`config.mk`:
```
export PLATFORM = sky130hd
export DESIGN_NAME = srwm_cell
export DESIGN_NICKNAME = d
export VERILOG_FILES = /design/src/sv/srwm_pkg.sv /design/src/sv/srwm_cell.sv
export SDC_FILE = /design/constraint.sdc
export NUM_CORES = 1
export LEC_CHECK = 0
export ABC_AREA = 1
export CAP_MARGIN = 25
export CORE_AREA = 2 2 161 163
export DETAILED_ROUTE_END_ITERATION = 16
export DIE_AREA = 0 0 163 165
export DONT_BUFFER_PORTS = 1
export GPL_TIMING_DRIVEN = 0
export PLACE_DENSITY = 0.7
export SLEW_MARGIN = 0
export SYNTH_ARGS = -nofsm -noshare
export SYNTH_HDL_FRONTEND = slang
export SYNTH_SLANG_ARGS = --single-unit
```
`constraint.sdc`:
```
create_clock -name clk -period 5.18 [get_ports clk]
set_input_delay 0.259 -clock clk [delete_from_list [all_inputs] [get_ports clk]]
set_output_delay 0.259 -clock clk [all_outputs]
set_load 0.01 [all_outputs]
```
`src/sv/srwm_pkg.sv`:
```
`default_nettype none
// ----------------------------------------------------------------------------
// srwm_pkg: shared types for the stack region watermark monitor
// Command and response words, per-region entry layout and the command
// broadcast to the row of region cells.
// ----------------------------------------------------------------------------
package srwm_pkg;

	localparam int REGIONS_DEF = 8;  // default table depth
	localparam int IDX_W       = 4;  // width of region_index and found_index
	localparam int SP_STEP     = 2;  // stack pointer step of one push or pop

	typedef enum logic [2:0] {
		MODE_SP_CHANGE,
		MODE_ADD,
		MODE_EDIT,
		MODE_REMOVE,
		MODE_RESET_ONE,
		MODE_RESET_ALL,
		MODE_READ,
		MODE_CHECK_OVERLAP
	} mode_t;

	typedef struct packed {
		mode_t             mode;
		logic [15:0]       old_sp;
		logic [15:0]       new_sp;
		logic [IDX_W-1:0]  region_index;
		logic [15:0]       region_base;
		logic [15:0]       region_limit;
	} in_t;

	typedef struct packed {
		logic              ok;
		logic [IDX_W-1:0]  found_index;
		logic [15:0]       watermark;
		logic [31:0]       push_cnt;
		logic [31:0]       pop_cnt;
		logic [15:0]       entry_base;
		logic [15:0]       entry_limit;
		logic [IDX_W-1:0]  region_count;
	} out_t;

	typedef struct packed {
		logic [15:0] base;
		logic [15:0] limit;
		logic [15:0] watermark;
		logic [31:0] push_cnt;
		logic [31:0] pop_cnt;
	} entry_t;

	// Command broadcast to every cell, with the table-wide decisions already made.
	typedef struct packed {
		logic              go;
		mode_t             mode;
		logic [15:0]       old_sp;
		logic [15:0]       new_sp;
		logic [IDX_W-1:0]  idx;
		logic [15:0]       top;
		logic [15:0]       lim;
		logic              add_ok;
		logic              edit_ok;
		logic              idx_ok;
	} cell_cmd_t;

endpackage
`default_nettype wire

```
`src/sv/srwm_cell.sv`:
```
`default_nettype none
// ----------------------------------------------------------------------------
// srwm_cell: one region slot of the monitor
// Holds one table entry, joins the first-hit chain and takes its upper
// neighbor's entry when the table compacts.
// ----------------------------------------------------------------------------
module srwm_cell #(
	parameter int CELL  = 0,
	parameter int CNT_W = 4
) (
	input  logic                  clk,
	input  logic                  arst_n,
	input  srwm_pkg::cell_cmd_t   cmd,
	input  logic [CNT_W-1:0]      vcnt,
	input  srwm_pkg::entry_t      nb,
	input  logic                  found_in,
	output logic                  found_out,
	output logic                  sel,
	output srwm_pkg::entry_t      ent_q,
	output srwm_pkg::entry_t      ent_d
);
	import srwm_pkg::*;

	logic live, at_idx, at_top, sp_hit, ovl_hit, hit, push_c, pop_c;

	assign live    = CNT_W'(CELL) < vcnt;
	assign at_idx  = IDX_W'(CELL) == cmd.idx;
	assign at_top  = CNT_W'(CELL) == vcnt;

	assign sp_hit  = live && (cmd.new_sp >= ent_q.limit) && (cmd.new_sp <= ent_q.base);
	assign ovl_hit = live && !at_idx && (cmd.lim <= ent_q.base) && (cmd.top >= ent_q.limit);
	assign hit     = (cmd.mode == MODE_SP_CHANGE) ? sp_hit : ovl_hit;

	// first hit wins: pass the found flag on to the next cell
	assign sel       = hit && !found_in;
	assign found_out = found_in || hit;

	assign push_c = ({1'b0, cmd.new_sp} + 17'(SP_STEP)) == {1'b0, cmd.old_sp};
	assign pop_c  = ({1'b0, cmd.old_sp} + 17'(SP_STEP)) == {1'b0, cmd.new_sp};

	always_comb begin
		ent_d = ent_q;
		unique case (cmd.mode)
			MODE_SP_CHANGE: begin
				if (sel) begin
					if (cmd.new_sp < ent_q.watermark) ent_d.watermark = cmd.new_sp;
					if (push_c) ent_d.push_cnt = ent_q.push_cnt + 32'd1;
					else if (pop_c) ent_d.pop_cnt = ent_q.pop_cnt + 32'd1;
				end
			end
			MODE_ADD: begin
				if (cmd.add_ok && at_top) begin
					ent_d = '{base: cmd.top, limit: cmd.lim, watermark: cmd.top,
						push_cnt: '0, pop_cnt: '0};
				end
			end
			MODE_EDIT: begin
				if (cmd.edit_ok && at_idx) begin
					ent_d = '{base: cmd.top, limit: cmd.lim, watermark: cmd.top,
						push_cnt: '0, pop_cnt: '0};
				end
			end
			MODE_REMOVE: begin
				// shift down from the removed slot; the slot past the end holds zero
				if (cmd.idx_ok && live && (IDX_W'(CELL) >= cmd.idx)) ent_d = nb;
			end
			MODE_RESET_ONE: begin
				if (cmd.idx_ok && at_idx) begin
					ent_d.watermark = ent_q.base;
					ent_d.push_cnt  = '0;
					ent_d.pop_cnt   = '0;
				end
			end
			MODE_RESET_ALL: begin
				if (live) begin
					ent_d.watermark = ent_q.base;
					ent_d.push_cnt  = '0;
					ent_d.pop_cnt   = '0;
				end
			end
			default: ;
		endcase
	end

	always_ff @(posedge clk or negedge arst_n) begin
		if (!arst_n) begin
			ent_q <= '0;
		end else if (cmd.go) begin
			ent_q <= ent_d;
		end
	end

endmodule
`default_nettype wire

```
==> results of run 1 <==
## Yosys cell counts, drive strengths merged (2+ instances only)
master / number
nand2: 763
nor3: 37
or2: 3
xor2: 16
clkinv: 3
dfrtp: 112
ha: 83
inv: 289
clkbuf: 68
nor2: 196
o221ai: 16
o211ai: 9
o2111ai: 14
nand4: 59
nand3: 229
a21boi: 64
a2111oi: 13
a22oi: 10
xnor2: 3
nor4: 10
nor4b: 2
o21ai: 216
a221oi: 62
a21oi: 76
nand3b: 3
o21bai: 8
o21a: 5
buf: 36
## worst min-delay path: stages
cell	delay [ns]
a221oi_1	0.07
nand2_1	0.08
nand3_1	0.06
nand2_1	0.05
## metrics by stage
step,worst slack [ns],cells,utilization (%),total power [uW]
after CTS,0.900,2758,60.3,3510
after floorplan,2.49,2409,-,2240
after detailed placement,1.30,2740,59.0,2720
final,0.681,2765,60.5,3620
after global placement,1.41,2739,58.9,2660
after global routing,0.658,2765,60.5,3770
## kinds of logic (layout without fill, tap and decap cells)
kind of cell / after synthesis / after routing / share of synthesized area, %
AO/OA/AOI/OAI: 495 / 495 / 21.8
XOR/XNOR: 19 / 19 / 1.21
adder cells (fa/ha/maj): 83 / 83 / 7.24
buffers and inverters: 396 / 418 / 10.9
flip-flops: 112 / 112 / 19.5
other: 0 / 4 / 0
AND/OR/NAND/NOR: 1304 / 1304 / 39.3
## cell type report
| cell class | count | area, um2 | share of cell area, % |
|---|---|---|---|
| multi-input cells | 1901 | 9980 | 66.0 |
| flip-flops and latches | 112 | 2800 | 18.5 |
| inverters | 292 | 1100 | 7.24 |
| plain buffers | 104 | 460 | 3.04 |
| well taps | 330 | 413 | 2.73 |
| clock buffers | 9 | 225 | 1.49 |
| clock inverters | 7 | 73.8 | 0.488 |
| repair buffers | 6 | 71.3 | 0.471 |
| diodes | 4 | 10.0 | 0.0661 |
## power by group
group	leakage, uW	internal [uW]	switching (uW)
combinational	0.00564	443	1070
sequential	0.00146	992	328
clock	0.000144	346	442
## worst max path at each step
stage          startpoint   endpoint  slack, ns  cells past startpoint
2_1_floorplan  ent_q[105]  ent_d[29]       2.49                     18
3_3_place_gp   ent_q[111]  ent_d[74]       1.41                     14
3_5_place_dp   ent_q[111]  ent_d[74]       1.30                     14
4_1_cts        ent_q[111]  ent_d[74]       0.90                     14
5_1_grt        ent_q[111]  ent_d[66]       0.66                     14
6_report       ent_q[111]  ent_d[73]       0.68                     14
## metal layers
| layer | wire, um | share of wire, % | GRT usage, % | vias up |
|---|---|---|---|---|
| li1 | - | - | - | 8183 |
| met1 | 23900 | 34 | 57.3 | 8397 |
| met2 | 29400 | 42 | 77.4 | 1630 |
| met3 | 11100 | 16 | 21.6 | 434 |
| met4 | 6110 | 8.7 | 36.0 | 2 |
| met5 | 13 | 0.018 | 0 | - |
==> impl_metrics.py, run 1 <==
metrics = {
    "worst_setup_path": {
        "startpoint_type": "flip-flop",
        "cp_data_arrival_time_ns": 4.24,
        "cp-end-kind": "output port",
        "crit_fanout": 10,
        "r2r-end": "ent_q[64]",
        "setup.worst_path.class": "reg -> out",
        "path_delay_family": "simple AND/OR/NAND/NOR gates",
        "path_buf_inv": 3,
        "cp_slowest_cell": "a21boi_0",
        "required_ns": 4.92,
        "path_cells": "inv_1 > ha_1 > nand4_1 > nor3_1 > nand4_1 > nand2_1 > nand2_1 > nand2_1 > nand2_2 > buf_2 > buf_2 > nand2_1 > nand3_1 > a21boi_0",
        "cp_common_cell": "nand2_1",
        "r2r-start": "ent_q[111]",
        "worstRegToRegCells": 15,
        "max_stage_delay_ns": 0.74,
        "rrSetupSlack_ns": 1.39,
    },
    "clock_tree": {
        "ctsResizeCount": 0,
        "clk-insertion-delay-late_ns": 0.39,
        "clkTransAtPathRegs_ns": 0.10,
        "h-tree-depth": 3,
        "cts.sinks": 112,
        "root_buffer": "clkbuf_16",
        "post-cts-setup-buffers": 0,
        "tritoncts": "built",
        "clk_path_buf_depth": 2,
        "cts_made_buffers": 9,
        "cts_hold_buffers": 2,
    },
    "global_routing": {
        "antenna_found_initial": 5,
        "grt_max_degree": 113,
        "grt_pass1_wl_um": 102000,
        "grt.overflow.total": 0,
        "grt_usage_pct": 50.8,
        "grt_pass1_vias": 17500,
    },
    "final_layout": {
        "final_nets": 2703,
        "layout_commonest_cell": "nand2_1",
        "fillCellCount": 2448,
        "area_delta_synth_final_pct": 5.53,
        "fin_area_mm2": 0.0151,
        "top_register": "ent_q",
        "drive_above_1_share_pct": 4.48,
        "layout_common_cells": "nand2_1 (753), inv_1 (281), nand3_1 (226)",
        "largest_reg_flops": 112,
        "largestRegisters": "ent_q (112)",
    },
    "sta": {
        "relSlewSlack_pct": 10.6,
        "final_hold_viol_count": 0,
        "setup_viol": 0,
        "rsz0062_at_grt": "no",
        "finClkSkew_ns": 0.0210,
        "setup_tns_ns": 0,
        "final_max_slew_viol_count": 0,
        "fin_hold_ws_ns": 0.155,
        "fin_crit_ns": 4.50,
        "max_freq_ghz": 0.222,
        "tightest_slew_ns": 1.31,
        "fin_crit_sh_pct": 86.9,
    },
    "floorplan": {
        "die_y_um": 165,
        "dieArea_mm2": 0.0269,
        "start_util_pct": 57.3,
        "num_io_pins": 420,
        "rows": 58,
        "core_mm2": 0.0250,
        "die_w_um": 163,
    },
    "flow_run": {
        "maxCapViolCount": 0,
    },
    "drt": {
        "drt_iter0_drc": 2757,
        "drtAntennaViolNets": 0,
        "wl_per_cell_um": 25.5,
        "drt_wl_total_um": 70600,
        "vias": 18600,
        "first_pass_iters": 8,
        "remaining_drc_errors": 0,
        "viasPerCell": 6.74,
    },
    "placement": {
        "dpl_cell_area_mm2": 0.0148,
        "io_buffer_count": 0,
        "place.gp.congestion": 1.06,
        "hpwl_um": 55300,
    },
    "logic_synthesis": {
        "synth_area_mm2": 0.0143,
        "synthArstFlopShare_pct": 100,
        "avgSynthCellArea_um2": 5.95,
        "synth_top_area_cell": "nand2_1",
        "yosys_warnings": 0,
        "synth_edf_count": 0,
        "synthesis.nets": 2686,
        "synth-main-ff-cell": "dfrtp_1",
        "yosysUniqueCellTypes": 52,
        "synth_top_area_share_pct": 19.7,
        "syn_inst": 2409,
        "synth-seq-cells": 112,
        "synth_seq_area_share_pct": 19.5,
        "yosys-top-cells-area": "nand2_1 (20%), dfrtp_1 (20%), nand3_1 (7.9%)",
    },
    "run_status": {
        "outcome": "completed",
    },
    "hold_path": {
        "hold_class": "in -> reg",
        "hold_depth": 4,
        "whs_endpoint": "ent_q[52]",
        "hold_start": "nb[52]",
    },
    "pwr": {
        "power_density_mw_per_mm2": 239,
        "peakVddDrop_mv": 0.202,
        "p_leak_uw": 0.00725,
    },
}
(Power assumes the default switching activity.)
==> run 2: changes to the inputs <==
--- a/config.mk
+++ b/config.mk
@@ -7,12 +7,12 @@
 export LEC_CHECK = 0
 export ABC_AREA = 1
 export CAP_MARGIN = 25
-export CORE_AREA = 2 2 161 163
+export CORE_AREA = 2 2 163 165
 export DETAILED_ROUTE_END_ITERATION = 16
-export DIE_AREA = 0 0 163 165
+export DIE_AREA = 0 0 165 167
 export DONT_BUFFER_PORTS = 1
 export GPL_TIMING_DRIVEN = 0
-export PLACE_DENSITY = 0.7
+export PLACE_DENSITY = 0.71
 export SLEW_MARGIN = 0
 export SYNTH_ARGS = -nofsm -noshare
 export SYNTH_HDL_FRONTEND = slang
==> constraint.sdc (replaced) <==
create_clock -name clk -period 4 [get_ports clk]
set_input_delay 0.2 -clock clk [delete_from_list [all_inputs] [get_ports clk]]
set_output_delay 0.2 -clock clk [all_outputs]
set_load 0.01 [all_outputs]
==> impl_metrics.py, run 2 (same netlist as run 1, synthesis figures left out) <==
metrics = {
    "floorplan": {
        "dieArea_mm2": 0.0276,
        "num_io_pins": 420,
        "die_w_um": 165,
        "start_util_pct": 55.7,
        "die_y_um": 167,
        "rows": 59,
        "core_mm2": 0.0258,
    },
    "final_layout": {
        "area_delta_synth_final_pct": 6.10,
        "fillCellCount": 2562,
        "post-route-util_pct": 59.1,
        "largest_reg_flops": 112,
        "drive_above_1_share_pct": 5.19,
        "finalNonFillerCells": 2771,
        "final_nets": 2702,
        "largestRegisters": "ent_q (112)",
        "layout_commonest_cell": "nand2_1",
        "top_register": "ent_q",
        "layout_common_cells": "nand2_1 (753), inv_1 (281), nand3_1 (225)",
    },
    "clock_tree": {
        "cts_made_buffers": 9,
        "tritoncts": "built",
        "root_buffer": "clkbuf_16",
        "h-tree-depth": 3,
        "cts.sinks": 112,
        "clk_path_buf_depth": 2,
        "clkTransAtPathRegs_ns": 0.10,
        "clk-insertion-delay-late_ns": 0.39,
    },
    "worst_setup_path": {
        "r2r-start": "ent_q[109]",
        "rrSetupSlack_ns": 0.51,
        "startpoint_type": "flip-flop",
        "r2r-end": "ent_q[14]",
        "max_stage_delay_ns": 0.51,
        "path_cells": "inv_1 > ha_1 > nand4_1 > nor3_2 > nand4_1 > nand2_1 > nand2_1 > a21oi_1 > buf_2 > buf_2 > o21ai_0 > nand3_1 > a21boi_1",
        "startpoint": "ent_q[109]",
        "cp-end-kind": "output port",
        "setup.worst_path.class": "reg -> out",
        "cp_slowest_cell": "dfrtp_1",
        "crit_fanout": 10,
        "cp_data_arrival_time_ns": 3.70,
        "required_ns": 3.80,
        "worstRegToRegCells": 15,
    },
    "drt": {
        "remaining_drc_errors": 0,
        "viasPerCell": 6.71,
        "vias": 18600,
        "wl_per_cell_um": 25.5,
        "drt_wl_total_um": 70700,
        "first_pass_iters": 6,
        "drt_iter0_drc": 2500,
        "drtAntennaViolNets": 0,
    },
    "global_routing": {
        "met3_usage_pct": 19.1,
        "grt.overflow.total": 0,
        "grt_usage_pct": 49.5,
        "gr-usage-met2_pct": 74.1,
        "grt_pass1_vias": 17400,
        "grt_max_degree": 113,
        "use_met1_pct": 58.7,
        "antenna_found_initial": 7,
        "grt_pass1_wl_um": 103000,
        "top_usage_layer": "met2",
    },
    "sta": {
        "fin_crit_ns": 3.90,
        "setup_viol": 0,
        "relSlewSlack_pct": 11.3,
        "final_max_slew_viol_count": 0,
        "setup_tns_ns": 0,
        "fin_hold_ws_ns": 0.0914,
        "fin_ws_ns": 0.103,
        "tightest_slew_ns": 1.30,
        "final_hold_viol_count": 0,
        "finClkSkew_ns": 0.0166,
        "fin_crit_sh_pct": 97.4,
        "rsz0062_at_grt": "no",
        "max_freq_ghz": 0.257,
    },
    "placement": {
        "post-place-cells": 2744,
        "dp_slack_ns": 0.328,
        "io_buffer_count": 0,
        "hpwl_um": 55600,
        "place.gp.congestion": 1.04,
    },
    "hold_path": {
        "hold_start": "nb[50]",
        "hold_class": "in -> reg",
        "hold_depth": 4,
        "whs_endpoint": "ent_q[50]",
    },
    "pwr": {
        "p_leak_uw": 0.00727,
        "power_density_mw_per_mm2": 310,
        "peakVddDrop_mv": 0.269,
    },
    "flow_run": {
        "maxCapViolCount": 0,
    },
    "run_status": {
        "outcome": "completed",
    },
}
==> run 2: layer usage <==
layer	part of all wire (%)	routed length [um]	vias up
li1	-	-	8178
met1	35	24700	8461
met4	8.1	5760	2
met2	42	29700	1567
met3	15	10500	396
met5	0.016	11	-
==> run 2: worst max path at each step <==
stage | endpoint | slack [ns]
2_1_floorplan | ent_d[29] | 1.37
3_3_place_gp | ent_d[73] | 0.39
3_5_place_dp | ent_d[73] | 0.33
4_1_cts | ent_d[74] | 0.003
5_1_grt | ent_d[1] | 0.02
6_report | ent_d[79] | 0.10
==> run 2: stage by stage <==
stage	area, um2	power (uW)
2_1_floorplan	14300	2900
3_5_place_dp	14800	3530
3_3_place_gp	14800	3450
6_report	15200	4720
5_1_grt	15200	4920
4_1_cts	15100	4570
==> run 2: critical path: cells and delay by family (launching register included) <==
family          cells  cell delay [ns]
fa+ha+maj           1             0.35
simple gates        6             0.86
flops               1             0.51
buf+inv             3             0.88
compound gates      3             0.69
==> run 2: cell type report <==
type                            instances  area (um2)  share of cell area, %
Antenna cell                            6        15.0                 0.0987
Clock buffer                            9         225                   1.48
Timing Repair Buffer                    5        72.6                  0.477
Buffer                                104         460                   3.03
Tap cell                              335         419                   2.75
Multi-Input combinational cell       1901       10000                   66.0
Clock inverter                          7        75.1                  0.493
Sequential cell                       112        2810                   18.5
Inverter                              292        1100                   7.20
==> run 2: power by group <==
group          internal [uW]  switching (uW)
clock                    450             596
sequential              1290             421
combinational            578            1390
==> run 2: timing repair <==
item	CTS	global route
setup buffers	0	2
hold buffers	2	0
pin swaps	0	2
gates resized for setup	4	33
endpoints found under the setup margin	4	67
hold endpoints to repair	112	0
